===== config.mk =====
export PLATFORM = sky130hd
export DESIGN_NAME = llrb_front
export DESIGN_NICKNAME = d
export VERILOG_FILES = /design/src/hw/rtl/llrb_pkg.sv /design/src/hw/rtl/llrb_front.sv
export SDC_FILE = /design/constraint.sdc
export NUM_CORES = 1
export LEC_CHECK = 0
export BUFFER_PORTS_ARGS = -buffer_cell sky130_fd_sc_hd__buf_4
export CELL_PAD_IN_SITES_DETAIL_PLACEMENT = 0
export CELL_PAD_IN_SITES_GLOBAL_PLACEMENT = 1
export CORE_MARGIN = 4
export CORE_UTILIZATION = 39
export CTS_CLUSTER_DIAMETER = 200
export CTS_CLUSTER_SIZE = 40
export DETAILED_ROUTE_END_ITERATION = 6
export GPL_ROUTABILITY_DRIVEN = 0
export HOLD_SLACK_MARGIN = 0.08
export PLACE_DENSITY_LB_ADDON = 0.1
export SETUP_SLACK_MARGIN = 0.05
export SLEW_MARGIN = 20
export SYNTH_ARGS = -nofsm -noshare
export SYNTH_HDL_FRONTEND = slang
export SYNTH_SLANG_ARGS = --single-unit

===== constraint.sdc =====
create_clock -name i_clk -period 1.96 [get_ports i_clk]
set_input_delay 0.098 -clock i_clk [delete_from_list [all_inputs] [get_ports i_clk]]
set_output_delay 0.098 -clock i_clk [all_outputs]
set_load 0.01 [all_outputs]

===== src/hw/rtl/llrb_pkg.sv =====
// Shared types and constants for the line log ring buffer.
`default_nettype none
package llrb_pkg;

    localparam int RING_LINES_DEF = 256;
    localparam int LINE_BYTES_DEF = 256;

    localparam int CHAR_W  = 8;
    localparam int LEN_W   = 8;
    localparam int LINE_W  = 32;
    localparam int CHUNK_W = 5;
    localparam int TOTAL_W = 32;
    localparam int DATA_W  = 64;
    localparam int LANES   = 8;

    localparam logic [CHAR_W-1:0] CH_NEWLINE = 8'd10;
    localparam logic [CHAR_W-1:0] CH_RETURN  = 8'd13;

    typedef enum logic [1:0] {
        OP_CAPTURE,
        OP_NEWLINE,
        OP_IGNORE,
        OP_READ
    } t_op;

    typedef enum logic [1:0] {
        ST_OK         = 2'd0,
        ST_NOT_LOGGED = 2'd1,
        ST_WRAPPED    = 2'd2
    } t_status;

    typedef enum logic [2:0] {
        BS_IDLE,
        BS_CALC,
        BS_SLOT,
        BS_READ,
        BS_OUT
    } t_bstate;

    typedef struct packed {
        t_op                op;
        logic [CHAR_W-1:0]  ch;
        logic [LINE_W-1:0]  line;
        logic [CHUNK_W-1:0] chunk;
    } t_cmd;

endpackage
`default_nettype wire


===== src/hw/rtl/llrb_front.sv =====
// Front end: accepts input transactions, classifies them and queues the commands.
`default_nettype none
module llrb_front
    import llrb_pkg::*;
(
    input  wire logic                  i_clk,
    input  wire logic                  i_rst_n,
    input  wire logic                  i_in_valid,
    output logic                       o_in_ready,
    input  wire logic                  i_func,
    input  wire logic [CHAR_W-1:0]     i_char_byte,
    input  wire logic [LINE_W-1:0]     i_line_number,
    input  wire logic [CHUNK_W-1:0]    i_chunk_index,
    output logic                       o_cmd_valid,
    output t_cmd                       o_cmd,
    input  wire logic                  i_cmd_ready
);

    t_cmd       r_q [2];
    logic       r_wr_ptr;
    logic       r_rd_ptr;
    logic [1:0] r_count;
    t_cmd       cmd_in;
    logic       push;
    logic       pop;

    always_comb begin
        cmd_in.ch    = i_char_byte;
        cmd_in.line  = i_line_number;
        cmd_in.chunk = i_chunk_index;
        if (i_func) begin
            cmd_in.op = OP_READ;
        end else if (i_char_byte == CH_NEWLINE) begin
            cmd_in.op = OP_NEWLINE;
        end else if (i_char_byte == CH_RETURN) begin
            cmd_in.op = OP_IGNORE;
        end else begin
            cmd_in.op = OP_CAPTURE;
        end
    end

    assign o_in_ready  = (r_count != 2'd2);
    assign o_cmd_valid = (r_count != 2'd0);
    assign o_cmd       = r_q[r_rd_ptr];
    assign push        = i_in_valid && o_in_ready;
    assign pop         = o_cmd_valid && i_cmd_ready;

    always_ff @(posedge i_clk) begin
        if (push) begin
            r_q[r_wr_ptr] <= cmd_in;
        end
    end

    always_ff @(posedge i_clk) begin
        if (!i_rst_n) begin
            r_wr_ptr <= 1'b0;
            r_rd_ptr <= 1'b0;
            r_count  <= 2'd0;
        end else begin
            if (push) begin
                r_wr_ptr <= ~r_wr_ptr;
            end
            if (pop) begin
                r_rd_ptr <= ~r_rd_ptr;
            end
            if (push && !pop) begin
                r_count <= r_count + 2'd1;
            end else if (pop && !push) begin
                r_count <= r_count - 2'd1;
            end
        end
    end

endmodule
`default_nettype wire


==> impl_metrics.xml, run 1 <==
<?xml version="1.0" encoding="UTF-8"?>
<metrics>
  <group name="outcome">
    <metric name="outcome" unit="">completed</metric>
  </group>
  <group name="timing">
    <metric name="final_setup_viols" unit="">0</metric>
    <metric name="finClkSkew" unit="ns">0.00849</metric>
    <metric name="timing_max_transition_violations_final" unit="">0</metric>
    <metric name="timing.fmax" unit="MHz">604</metric>
    <metric name="fin_crit" unit="ns">1.65</metric>
    <metric name="fin_tns_setup" unit="ns">0</metric>
    <metric name="slew_headroom" unit="%">77.2</metric>
    <metric name="layout_worst_path_cycle_share" unit="%">84.4</metric>
    <metric name="setup_slack" unit="ns">0.305</metric>
    <metric name="grt_setup_unrepaired" unit="">no</metric>
    <metric name="timing_worst_slew_pin_value" unit="ns">0.342</metric>
    <metric name="fin_worst_hold_slack" unit="ns">0.236</metric>
    <metric name="hold_viol_final" unit="">0</metric>
  </group>
  <group name="place">
    <metric name="detailedPlacementHpwl" unit="um">4480</metric>
    <metric name="port_buffers" unit="">98</metric>
    <metric name="place_inst" unit="">385</metric>
    <metric name="postPlaceCellArea" unit="um^2">4580</metric>
    <metric name="detailedPlace.worstSlack" unit="ns">0.404</metric>
  </group>
  <group name="clock_network">
    <metric name="clk_transition_reported_paths" unit="ns">0.09</metric>
    <metric name="post-cts-setup-buffers" unit="">0</metric>
    <metric name="cts_max_path_buffers" unit="">2</metric>
    <metric name="clkSinkCount" unit="">99</metric>
    <metric name="clock_latency" unit="ns">0.34</metric>
    <metric name="htree_num_levels" unit="">3</metric>
    <metric name="cts_tree" unit="">yes</metric>
    <metric name="clockRootBuffer" unit="">sky130_fd_sc_hd__clkbuf_8</metric>
    <metric name="tritoncts.num_buffers" unit="">9</metric>
  </group>
  <group name="worst_hold_path">
    <metric name="worstHoldPathType" unit="">input port to flop</metric>
    <metric name="holdCritStartpoint" unit="">i_cmd_ready</metric>
  </group>
  <group name="grt">
    <metric name="pin_count_of_the_biggest_net_entering_global_routing" unit="">48</metric>
    <metric name="grt-ovfl-total" unit="">0</metric>
    <metric name="initial_antenna_violation_count" unit="">0</metric>
    <metric name="grt_pass1_vias" unit="">2193</metric>
    <metric name="global_route.usage.total" unit="%">13.1</metric>
    <metric name="grt_first_pass_wirelength" unit="um">11000</metric>
  </group>
  <group name="synthesis">
    <metric name="synth.yosys.seq_area_share" unit="%">79.4</metric>
    <metric name="synth_enable_flop_cells" unit="">94</metric>
    <metric name="synthesis.instances" unit="">176</metric>
    <metric name="syn_area" unit="um^2">3680</metric>
    <metric name="ys_dominant_reg_cell" unit="">sky130_fd_sc_hd__edfxtp_1</metric>
    <metric name="postSynthRegisterBits" unit="">99</metric>
    <metric name="synth.yosys.warnings" unit="">0</metric>
    <metric name="syn_area_per_cell" unit="um^2">20.9</metric>
    <metric name="synthesis.nets" unit="">227</metric>
    <metric name="postSynth.asyncResetShare" unit="%">0</metric>
    <metric name="yosys.cell_types.count" unit="">24</metric>
  </group>
  <group name="power_and_ir_drop">
    <metric name="report.power.total" unit="mW">5.71</metric>
    <metric name="netSwitchingFraction" unit="%">26.6</metric>
    <metric name="seqPwrFrac" unit="%">47.6</metric>
    <metric name="vdd_ir_drop_max" unit="mV">0.572</metric>
    <metric name="share_comb_of_total_power" unit="%">31.0</metric>
    <metric name="p_int" unit="mW">4.19</metric>
    <metric name="power.switching" unit="mW">1.52</metric>
    <metric name="pwr-share-clk" unit="%">21.4</metric>
    <metric name="power_density" unit="nW/um^2">1090</metric>
    <metric name="power.static_leakage" unit="nW">1.96</metric>
  </group>
  <group name="die">
    <metric name="die_area" unit="um^2">11100</metric>
    <metric name="dieWidth" unit="um">105</metric>
    <metric name="floorplan.initialDensity" unit="%">40.0</metric>
    <metric name="rows" unit="">35</metric>
    <metric name="design.portCount" unit="">99</metric>
    <metric name="floorplan.core_area" unit="um^2">9200</metric>
    <metric name="floorplan.die.height" unit="um">105</metric>
  </group>
  <group name="setup_path">
    <metric name="worstPathMaxFanout" unit="">23</metric>
    <metric name="setup.worst_path.start_class" unit="">flop</metric>
    <metric name="timing_worst_setup_path_type" unit="">flop to primary output</metric>
    <metric name="reg2reg_from" unit="">r_count[0]$_SDFFE_PN0P_</metric>
    <metric name="crit_path_end_kind" unit="">primary output</metric>
    <metric name="cp.required" unit="ns">1.86</metric>
    <metric name="cp.arrival" unit="ns">1.56</metric>
  </group>
  <group name="drt">
    <metric name="avgViaCountPerCell" unit="">4.66</metric>
    <metric name="drtAntennaViolNets" unit="">0</metric>
    <metric name="total_length_of_routed_wires" unit="um">7120</metric>
    <metric name="route.detailed.wl_per_inst" unit="um">15.8</metric>
    <metric name="routed-via-count" unit="">2092</metric>
    <metric name="firstDrtPassIters" unit="">4</metric>
    <metric name="drtIter0Drc" unit="">64</metric>
    <metric name="detail_route.drc_violations" unit="">0</metric>
  </group>
  <group name="cells_and_area">
    <metric name="final_util" unit="%">57.1</metric>
    <metric name="antenna_cells" unit="">0</metric>
    <metric name="fillCellCount" unit="">731</metric>
    <metric name="finalInstanceArea" unit="um^2">5250</metric>
    <metric name="layout.area.seq" unit="um^2">2920</metric>
    <metric name="multi_input_area" unit="um^2">713</metric>
    <metric name="final_cell_count_no_fill" unit="">449</metric>
    <metric name="layout.nets" unit="">384</metric>
    <metric name="post_route_cells_drive_above_1_share" unit="%">50.0</metric>
    <metric name="layout-area-overhead-vs-synth" unit="%">42.5</metric>
  </group>
  <group name="run">
    <metric name="timing.max_cap.violations" unit="">0</metric>
  </group>
</metrics>
==> cells in the final DEF, fill, tap and decap left out, drive strengths merged <==
cell         instances
buf                103
edfxtp              94
dlygate4sd3         48
mux2                47
clkbuf              11
dfxtp                5
and2                 4
clkinvlp             3
nor2                 2
a41o                 2
xnor2                2
o21ai                2
a21boi               2
clkinv               2
nand2b               1
nor3b                1
or2                  1
and3                 1
nand3b               1
nor4b                1
a21bo                1
xor2                 1
or3                  1
ha                   1
bufinv               1
==> state kept, by name (all words and copies together), names as in the netlist, named ones only <==
name and flops:
r_rd_ptr 1, r_wr_ptr 1, r_count 2, r_q 94
==> final cells by class <==
class                           count  area share [%]
Clock buffer                       11            2.50
Clock inverter                      5            1.03
Inverter                            1           0.143
Multi-Input combinational cell     71            13.6
Sequential cell                    99            55.7
Tap cell                          111            2.65
Timing Repair Buffer              151            24.4
==> metal layers <==
layer  wire, um  GRT usage [%]
met1       3140           16.4
met2       3550           21.9
met3        317           3.21
met4        110           5.06
met5          0              0
==> worst paths after layout <==
path              depth (start not counted)  slack [ns]                      end
setup / recovery                          3        0.31                o_cmd[46]
hold / removal                            4        0.24    r_rd_ptr$_SDFFE_PN0P_
setup reg to reg                          5        0.39  r_count[1]$_SDFFE_PN0P_
hold reg to reg                           2        0.56  r_count[1]$_SDFFE_PN0P_
==> synthesized netlist by cell type, types with 2 or more instances <==
master / number / share of area (%)
sky130_fd_sc_hd__a41o_1: 2 / 0.54
sky130_fd_sc_hd__buf_2: 2 / 0.27
sky130_fd_sc_hd__buf_6: 3 / 0.92
sky130_fd_sc_hd__edfxtp_1: 94 / 77
sky130_fd_sc_hd__and2_1: 4 / 0.68
sky130_fd_sc_hd__dfxtp_1: 5 / 2.7
sky130_fd_sc_hd__xnor2_1: 2 / 0.48
sky130_fd_sc_hd__nor2_1: 2 / 0.20
sky130_fd_sc_hd__mux2_2: 47 / 14
==> kinds of logic after synthesis <==
family | count (synthesis) | synth area share, %
buffers and inverters | 6 | 1.29
adder cells (fa/ha/maj) | 1 | 0.340
multiplexers | 47 | 14.4
XOR/XNOR | 3 | 0.714
AND/OR/NAND/NOR | 13 | 2.41
flip-flops | 99 | 79.4
AO/OA/AOI/OAI | 7 | 1.49
==> power by group through the flow <==
stage	logic [mW]	registers, mW	clock network, mW
after global placement	1.72	2.76	0
after CTS	1.81	2.72	1.26
final	1.77	2.72	1.22
after floorplan	0.964	2.75	0
after global routing	1.91	2.74	1.37
after detailed placement	1.72	2.77	0
==> worst max-delay path: stages, from the launching register on <==
cell and delay [ns]:
sky130_fd_sc_hd__dfxtp_2 0.34, sky130_fd_sc_hd__buf_4 0.31, sky130_fd_sc_hd__mux2_2 0.41, sky130_fd_sc_hd__buf_4 0.15
==> what timing repair did <==
item,in CTS,in global routing
hold buffers,48,0
resized for setup,0,0
setup endpoints to repair,0,0
hold endpoints to repair,99,0
(Power assumes the default switching activity.)
==> inputs of run 2 (changes only) <==
--- a/config.mk
+++ b/config.mk
@@ -5,11 +5,12 @@
 export SDC_FILE = /design/constraint.sdc
 export NUM_CORES = 1
 export LEC_CHECK = 0
+export ABC_AREA = 1
 export BUFFER_PORTS_ARGS = -buffer_cell sky130_fd_sc_hd__buf_4
 export CELL_PAD_IN_SITES_DETAIL_PLACEMENT = 0
 export CELL_PAD_IN_SITES_GLOBAL_PLACEMENT = 1
 export CORE_MARGIN = 4
-export CORE_UTILIZATION = 39
+export CORE_UTILIZATION = 44
 export CTS_CLUSTER_DIAMETER = 200
 export CTS_CLUSTER_SIZE = 40
 export DETAILED_ROUTE_END_ITERATION = 6
==> constraint.sdc (replaced) <==
create_clock -name i_clk -period 1.7 [get_ports i_clk]
set_input_delay 0.085 -clock i_clk [delete_from_list [all_inputs] [get_ports i_clk]]
set_output_delay 0.085 -clock i_clk [all_outputs]
set_load 0.01 [all_outputs]
==> impl_metrics.xml, run 2 <==
<?xml version="1.0" encoding="UTF-8"?>
<metrics>
  <group name="clock_network">
    <metric name="tritoncts.num_buffers" unit="">9</metric>
    <metric name="clock_latency" unit="ns">0.34</metric>
    <metric name="clkSinkCount" unit="">99</metric>
    <metric name="cts_tree" unit="">yes</metric>
    <metric name="post-cts-setup-buffers" unit="">0</metric>
    <metric name="htree_num_levels" unit="">3</metric>
    <metric name="cts_max_path_buffers" unit="">2</metric>
    <metric name="clockRootBuffer" unit="">sky130_fd_sc_hd__clkbuf_8</metric>
    <metric name="clk_transition_reported_paths" unit="ns">0.09</metric>
  </group>
  <group name="timing">
    <metric name="timing.fmax" unit="MHz">648</metric>
    <metric name="fin_worst_hold_slack" unit="ns">0.153</metric>
    <metric name="fin_tns_setup" unit="ns">0</metric>
    <metric name="layout_worst_path_cycle_share" unit="%">90.8</metric>
    <metric name="timing_worst_slew_pin_value" unit="ns">0.275</metric>
    <metric name="timing_max_transition_violations_final" unit="">0</metric>
    <metric name="fin_crit" unit="ns">1.54</metric>
    <metric name="finClkSkew" unit="ns">0.00794</metric>
    <metric name="grt_setup_unrepaired" unit="">no</metric>
    <metric name="slew_headroom" unit="%">81.6</metric>
    <metric name="final_setup_viols" unit="">0</metric>
    <metric name="hold_viol_final" unit="">0</metric>
  </group>
  <group name="drt">
    <metric name="drtAntennaViolNets" unit="">0</metric>
    <metric name="drtIter0Drc" unit="">57</metric>
    <metric name="detail_route.drc_violations" unit="">0</metric>
    <metric name="wl_met3" unit="um">370</metric>
    <metric name="routed-via-count" unit="">2144</metric>
    <metric name="total_length_of_routed_wires" unit="um">6650</metric>
    <metric name="route.detailed.wl_per_inst" unit="um">14.5</metric>
    <metric name="routedLengthMet1" unit="um">2550</metric>
    <metric name="avgViaCountPerCell" unit="">4.67</metric>
    <metric name="highest_layer" unit="">met4</metric>
    <metric name="routed-wl-met2" unit="um">3620</metric>
    <metric name="firstDrtPassIters" unit="">4</metric>
  </group>
  <group name="cells_and_area">
    <metric name="post_route_cells_drive_above_1_share" unit="%">48.6</metric>
    <metric name="multi_input_area" unit="um^2">821</metric>
    <metric name="biggestRegsByFlops" unit="">r_q x94, r_count x2</metric>
    <metric name="layout.area.seq" unit="um^2">2930</metric>
    <metric name="fillCellCount" unit="">603</metric>
    <metric name="layout.nets" unit="">400</metric>
    <metric name="antenna_cells" unit="">0</metric>
    <metric name="mostFrequentLayoutCell" unit="">sky130_fd_sc_hd__buf_4</metric>
    <metric name="layout-area-overhead-vs-synth" unit="%">41.5</metric>
    <metric name="most_flops_register" unit="">r_q</metric>
    <metric name="largest_register_ffs" unit="">94</metric>
    <metric name="most-common-layout-cells" unit="">sky130_fd_sc_hd__buf_4, sky130_fd_sc_hd__edfxtp_1, sky130_fd_sc_hd__dlygate4sd3_1</metric>
  </group>
  <group name="die">
    <metric name="floorplan.initialDensity" unit="%">45.8</metric>
    <metric name="design.portCount" unit="">99</metric>
    <metric name="dieWidth" unit="um">101</metric>
    <metric name="die_area" unit="um^2">10200</metric>
    <metric name="floorplan.core_area" unit="um^2">8300</metric>
    <metric name="floorplan.die.height" unit="um">101</metric>
    <metric name="rows" unit="">33</metric>
  </group>
  <group name="synthesis">
    <metric name="postSynth.asyncResetShare" unit="%">0</metric>
    <metric name="syn_area" unit="um^2">3800</metric>
    <metric name="synth.top_cells.by_area" unit="">sky130_fd_sc_hd__edfxtp_1, sky130_fd_sc_hd__mux2_4, sky130_fd_sc_hd__mux2_2, sky130_fd_sc_hd__dfxtp_1, sky130_fd_sc_hd__buf_6</metric>
    <metric name="most_common_cell_in_the_netlist" unit="">sky130_fd_sc_hd__edfxtp_1</metric>
    <metric name="ys_dominant_reg_cell" unit="">sky130_fd_sc_hd__edfxtp_1</metric>
    <metric name="synthesis.nets" unit="">244</metric>
    <metric name="post_synth_most_frequent_cells" unit="">sky130_fd_sc_hd__edfxtp_1, sky130_fd_sc_hd__mux2_4, sky130_fd_sc_hd__mux2_2, sky130_fd_sc_hd__nor2_1</metric>
    <metric name="synth.yosys.warnings" unit="">0</metric>
    <metric name="synth_top_area_cell" unit="">sky130_fd_sc_hd__edfxtp_1</metric>
    <metric name="synth_enable_flop_cells" unit="">94</metric>
    <metric name="synthesis.instances" unit="">193</metric>
    <metric name="post-synth-top-area-fraction" unit="%">74.3</metric>
    <metric name="syn_area_per_cell" unit="um^2">19.7</metric>
    <metric name="synth.yosys.seq_area_share" unit="%">76.9</metric>
    <metric name="postSynthRegisterBits" unit="">99</metric>
    <metric name="yosys.cell_types.count" unit="">16</metric>
  </group>
  <group name="setup_path">
    <metric name="worstPathMaxFanout" unit="">26</metric>
    <metric name="worst_path_slowest_cell" unit="">sky130_fd_sc_hd__dfxtp_2</metric>
    <metric name="critical_path_buf_inv_count" unit="">2</metric>
    <metric name="worst-r2r-setup-slack" unit="ns">0.32</metric>
    <metric name="setup.worst_path.start_class" unit="">flop</metric>
    <metric name="crit_cells" unit="">3</metric>
    <metric name="reg2reg_from" unit="">r_count[1]$_SDFFE_PN0P_</metric>
    <metric name="cp.arrival" unit="ns">1.46</metric>
    <metric name="gate_family_responsible_for_the_most_delay_along_the_worst_path" unit="">flip-flops</metric>
    <metric name="cp.required" unit="ns">1.62</metric>
    <metric name="rr_worst_depth" unit="">9</metric>
    <metric name="worst_r2r_endpoint" unit="">r_count[1]$_SDFFE_PN0P_</metric>
    <metric name="crit_path_end_kind" unit="">primary output</metric>
    <metric name="cp_slowest_stage_delay" unit="ns">0.38</metric>
    <metric name="timing_worst_setup_path_type" unit="">flop to primary output</metric>
    <metric name="crit_chain" unit="">buf_12 -&gt; mux2_2 -&gt; buf_4</metric>
  </group>
  <group name="worst_hold_path">
    <metric name="worstHoldPathType" unit="">input port to flop</metric>
    <metric name="holdPathEnd" unit="">r_rd_ptr$_SDFFE_PN0P_</metric>
    <metric name="holdCritStartpoint" unit="">i_cmd_ready</metric>
    <metric name="whs_path_depth" unit="">4</metric>
  </group>
  <group name="place">
    <metric name="detailedPlacementHpwl" unit="um">4360</metric>
    <metric name="port_buffers" unit="">98</metric>
  </group>
  <group name="power_and_ir_drop">
    <metric name="power.static_leakage" unit="nW">2.10</metric>
    <metric name="vdd_ir_drop_max" unit="mV">0.788</metric>
    <metric name="power_density" unit="nW/um^2">1220</metric>
  </group>
  <group name="grt">
    <metric name="grt-ovfl-total" unit="">0</metric>
    <metric name="global_route.usage.total" unit="%">13.4</metric>
    <metric name="grt_pass1_vias" unit="">2201</metric>
    <metric name="grt_first_pass_wirelength" unit="um">10400</metric>
    <metric name="pin_count_of_the_biggest_net_entering_global_routing" unit="">48</metric>
    <metric name="initial_antenna_violation_count" unit="">0</metric>
  </group>
  <group name="run">
    <metric name="timing.max_cap.violations" unit="">0</metric>
  </group>
  <group name="outcome">
    <metric name="outcome" unit="">completed</metric>
  </group>
</metrics>
## run 2: cell count changes in the layout (fill, tap and decap cells not counted), sizes merged, moves of 4 or more
| cell | delta |
|---|---|
| and2 | -4 |
| inv | +10 |
| nand2 | +10 |
| nor2 | +9 |
## run 2: layer usage
metal / GRT usage, % / up-vias
met2: 24.7 / 59
met3: 3.46 / 10
met4: 5.21 / 0
li1: - / 1036
met1: 14.5 / 1039
met5: 0 / -
## run 2: worst max path at each step
stage,start,end,slack [ns]
floorplan,r_count[0]$_SDFFE_PN0P_,r_q[0][0]$_DFFE_PP_,0.03
global placement,r_count[0]$_SDFFE_PN0P_,r_count[1]$_SDFFE_PN0P_,0.39
detailed placement,r_count[1]$_SDFFE_PN0P_,r_count[1]$_SDFFE_PN0P_,0.35
CTS,flop,o_cmd[27],0.13
global route,flop,o_cmd[39],0.08
finish,flop,o_cmd[30],0.16
## run 2: cell families after synthesis
kind of cell	synth area share, %
adder cells (fa/ha/maj)	0.329
multiplexers	16.9
AND/OR/NAND/NOR	2.73
flip-flops	76.9
buffers and inverters	2.30
AO/OA/AOI/OAI	0.856
## run 2: worst reg2reg max path, stage by stage, from the launching register on
cell	delay [ns]
sky130_fd_sc_hd__dfxtp_1	0.43
sky130_fd_sc_hd__nand2_4	0.08
sky130_fd_sc_hd__nand2_4	0.10
sky130_fd_sc_hd__inv_1	0.07
sky130_fd_sc_hd__ha_1	0.32
sky130_fd_sc_hd__inv_1	0.08
sky130_fd_sc_hd__nand3_1	0.07
sky130_fd_sc_hd__nand2_1	0.06
sky130_fd_sc_hd__inv_1	0.03
sky130_fd_sc_hd__nor2_1	0.08
## run 2: power breakdown
part	total, mW	internal, mW	switching [mW]
clock	1.30	0.565	0.740
combinational	2.09	1.16	0.934
sequential	3.19	3.08	0.106
## run 2: timing repair
action | 4_1_cts | 5_1_grt
hold buffers | 47 | 0
gates resized for setup | 0 | 0
hold endpoints to repair | 97 | 0
## run 2: final cells by class
type | count | share of cell area (%)
sequential | 99 | 54.4
multi-input combinational | 79 | 15.3
tap | 105 | 2.44
clock inverter | 5 | 0.558
timing repair buffer | 150 | 24.0
clock buffer | 11 | 2.63
inverter | 10 | 0.698
## run 2: stage by stage
step	area, um^2	cells	total power [mW]	util, %	setup WS, ns
after floorplan	3830	193	4.42	-	0.0334
after global placement	4740	396	5.27	57.1	0.388
after detailed placement	4740	396	5.29	57.1	0.347
after CTS	5380	459	6.66	64.8	0.131
after global routing	5380	459	6.95	64.8	0.0847
final	5380	459	6.59	64.8	0.156
==> inputs of run 3 (changes only) <==
--- a/config.mk
+++ b/config.mk
@@ -5,12 +5,12 @@
 export SDC_FILE = /design/constraint.sdc
 export NUM_CORES = 1
 export LEC_CHECK = 0
-export ABC_AREA = 1
+export ABC_AREA = 0
 export BUFFER_PORTS_ARGS = -buffer_cell sky130_fd_sc_hd__buf_4
 export CELL_PAD_IN_SITES_DETAIL_PLACEMENT = 0
 export CELL_PAD_IN_SITES_GLOBAL_PLACEMENT = 1
 export CORE_MARGIN = 4
-export CORE_UTILIZATION = 44
+export CORE_UTILIZATION = 43
 export CTS_CLUSTER_DIAMETER = 200
 export CTS_CLUSTER_SIZE = 40
 export DETAILED_ROUTE_END_ITERATION = 6
==> impl_metrics.xml, run 3 (synthesis gave the netlist of run 1 again) <==
<?xml version="1.0" encoding="UTF-8"?>
<metrics>
  <group name="cells_and_area">
    <metric name="fillCellCount" unit="">614</metric>
    <metric name="post_route_cells_drive_above_1_share" unit="%">51.3</metric>
    <metric name="most_flops_register" unit="">r_q</metric>
    <metric name="layout.nets" unit="">385</metric>
    <metric name="biggestRegsByFlops" unit="">r_q x94, r_count x2</metric>
    <metric name="largest_register_ffs" unit="">94</metric>
    <metric name="most-common-layout-cells" unit="">sky130_fd_sc_hd__buf_4, sky130_fd_sc_hd__edfxtp_1, sky130_fd_sc_hd__dlygate4sd3_1</metric>
    <metric name="layout-area-overhead-vs-synth" unit="%">43.6</metric>
    <metric name="mostFrequentLayoutCell" unit="">sky130_fd_sc_hd__buf_4</metric>
    <metric name="antenna_cells" unit="">0</metric>
  </group>
  <group name="drt">
    <metric name="avgViaCountPerCell" unit="">4.61</metric>
    <metric name="drtAntennaViolNets" unit="">0</metric>
    <metric name="route.detailed.wl_per_inst" unit="um">15.1</metric>
    <metric name="detail_route.drc_violations" unit="">0</metric>
    <metric name="total_length_of_routed_wires" unit="um">6690</metric>
    <metric name="routed-via-count" unit="">2049</metric>
    <metric name="drtIter0Drc" unit="">51</metric>
    <metric name="firstDrtPassIters" unit="">4</metric>
  </group>
  <group name="grt">
    <metric name="grt_first_pass_wirelength" unit="um">10700</metric>
    <metric name="grt-ovfl-total" unit="">0</metric>
    <metric name="global_route.usage.total" unit="%">13.9</metric>
    <metric name="initial_antenna_violation_count" unit="">0</metric>
    <metric name="pin_count_of_the_biggest_net_entering_global_routing" unit="">25</metric>
    <metric name="grt_pass1_vias" unit="">2176</metric>
  </group>
  <group name="timing">
    <metric name="slew_headroom" unit="%">83.6</metric>
    <metric name="fin_crit" unit="ns">1.59</metric>
    <metric name="fin_tns_setup" unit="ns">0</metric>
    <metric name="timing_max_transition_violations_final" unit="">0</metric>
    <metric name="grt_setup_unrepaired" unit="">yes</metric>
    <metric name="finClkSkew" unit="ns">0.00909</metric>
    <metric name="final_setup_viols" unit="">0</metric>
    <metric name="layout_worst_path_cycle_share" unit="%">93.6</metric>
    <metric name="hold_viol_final" unit="">0</metric>
    <metric name="timing_worst_slew_pin_value" unit="ns">0.243</metric>
    <metric name="timing.fmax" unit="MHz">628</metric>
  </group>
  <group name="die">
    <metric name="die_area" unit="um^2">10100</metric>
    <metric name="floorplan.core_area" unit="um^2">8260</metric>
    <metric name="floorplan.die.height" unit="um">101</metric>
    <metric name="dieWidth" unit="um">101</metric>
    <metric name="rows" unit="">33</metric>
    <metric name="floorplan.initialDensity" unit="%">44.6</metric>
    <metric name="design.portCount" unit="">99</metric>
  </group>
  <group name="power_and_ir_drop">
    <metric name="power.static_leakage" unit="nW">1.97</metric>
    <metric name="power.switching" unit="mW">1.76</metric>
    <metric name="report.power.total" unit="mW">6.56</metric>
    <metric name="power_density" unit="nW/um^2">1240</metric>
    <metric name="share_comb_of_total_power" unit="%">32.0</metric>
    <metric name="vdd_ir_drop_max" unit="mV">0.623</metric>
    <metric name="netSwitchingFraction" unit="%">26.9</metric>
    <metric name="seqPwrFrac" unit="%">47.9</metric>
    <metric name="pwr-share-clk" unit="%">20.1</metric>
    <metric name="p_int" unit="mW">4.80</metric>
  </group>
  <group name="clock_network">
    <metric name="clkSinkCount" unit="">99</metric>
    <metric name="cts_max_path_buffers" unit="">2</metric>
    <metric name="tritoncts.num_buffers" unit="">9</metric>
    <metric name="post-cts-setup-buffers" unit="">0</metric>
    <metric name="htree_num_levels" unit="">3</metric>
    <metric name="clock_latency" unit="ns">0.35</metric>
    <metric name="cts_tree" unit="">yes</metric>
    <metric name="clockRootBuffer" unit="">sky130_fd_sc_hd__clkbuf_8</metric>
    <metric name="clk_transition_reported_paths" unit="ns">0.09</metric>
  </group>
  <group name="setup_path">
    <metric name="crit_path_end_kind" unit="">flop</metric>
    <metric name="crit_chain" unit="">nand2b_4 -&gt; and2_1 -&gt; ha_1 -&gt; or3_1 -&gt; a21boi_2</metric>
    <metric name="worstPathMaxFanout" unit="">5</metric>
    <metric name="cp_slowest_stage_delay" unit="ns">0.37</metric>
    <metric name="cp.arrival" unit="ns">1.87</metric>
    <metric name="timing_worst_setup_path_type" unit="">flop to flop</metric>
    <metric name="setup.worst_path.start_class" unit="">flop</metric>
    <metric name="worst_path_slowest_cell" unit="">sky130_fd_sc_hd__or3_1</metric>
    <metric name="cp.required" unit="ns">1.98</metric>
  </group>
  <group name="outcome">
    <metric name="outcome" unit="">completed</metric>
  </group>
  <group name="place">
    <metric name="detailedPlacementHpwl" unit="um">4330</metric>
    <metric name="port_buffers" unit="">98</metric>
  </group>
  <group name="run">
    <metric name="timing.max_cap.violations" unit="">0</metric>
  </group>
  <group name="worst_hold_path">
    <metric name="worstHoldPathType" unit="">input port to flop</metric>
  </group>
</metrics>
-- run 3: metrics by stage --
| stage | instance area [um^2] | utilization, % | hold slack, ns | instances | setup slack [ns] |
|---|---|---|---|---|---|
| 2_1_floorplan | 3690 | - | 0.184 | 176 | 0.000712 |
| 3_3_place_gp | 4620 | 56.0 | 0.271 | 380 | 0.208 |
| 3_5_place_dp | 4620 | 56.0 | 0.272 | 380 | 0.0959 |
| 4_1_cts | 5280 | 63.9 | 0.191 | 444 | 0.0742 |
| 5_1_grt | 5290 | 64.0 | 0.220 | 444 | 0.0468 |
| 6_report | 5290 | 64.0 | 0.222 | 444 | 0.108 |
-- run 3: area by class of cell --
class                      count  area, um^2  area share (%)
clock inverter                 4        27.5           0.521
multi-input combinational     71         717            13.6
sequential                    99        2930            55.4
inverter                       1        7.51           0.142
tap                          105         131            2.49
timing repair buffer         152        1330            25.2
clock buffer                  12         145            2.75
-- run 3: path summary, 6_finish.rpt --
| kind | start | endpoint | slack (ns) | cells after the start |
|---|---|---|---|---|
| setup reg to reg | r_count[0]$_SDFFE_PN0P_ | r_count[1]$_SDFFE_PN0P_ | 0.11 | 5 |
| setup / recovery | r_count[0]$_SDFFE_PN0P_ | r_count[1]$_SDFFE_PN0P_ | 0.11 | 5 |
| hold / removal | i_cmd_ready | flop | 0.22 | 4 |
| hold reg to reg | r_count[1]$_SDFFE_PN0P_ | r_count[1]$_SDFFE_PN0P_ | 0.56 | 2 |
-- run 3: worst max-delay path, delay by kind of cell, from the launching register on --
family / cells / cell delay, ns
simple gates: 3 / 0.70
flops: 1 / 0.35
compound gates: 1 / 0.15
fa+ha+maj: 1 / 0.33
-- run 3: power by group through the flow --
stage / Combinational, mW / Clock [mW] / Sequential (mW)
final: 2.10 / 1.32 / 3.14
after global routing: 2.27 / 1.49 / 3.17
after CTS: 2.14 / 1.37 / 3.14
after detailed placement: 2.03 / 0 / 3.20
after global placement: 2.03 / 0 / 3.18
after floorplan: 1.11 / 0 / 3.17
-- run 3: routing by layer --
metal | global-route usage [%] | share of wire [%] | vias to the layer above
met2 | 23.0 | 49 | 62
met1 | 17.0 | 43 | 977
met4 | 6.84 | 1.7 | 0
li1 | - | - | 1001
met3 | 3.60 | 5.6 | 9
met5 | 0 | 0 | -
-- run 3: what timing repair did --
item / CTS / global route
hold buffers: 48 / 0
gates resized for setup: 1 / 3
hold endpoints to repair: 99 / 0
setup endpoints to repair: 23 / 9
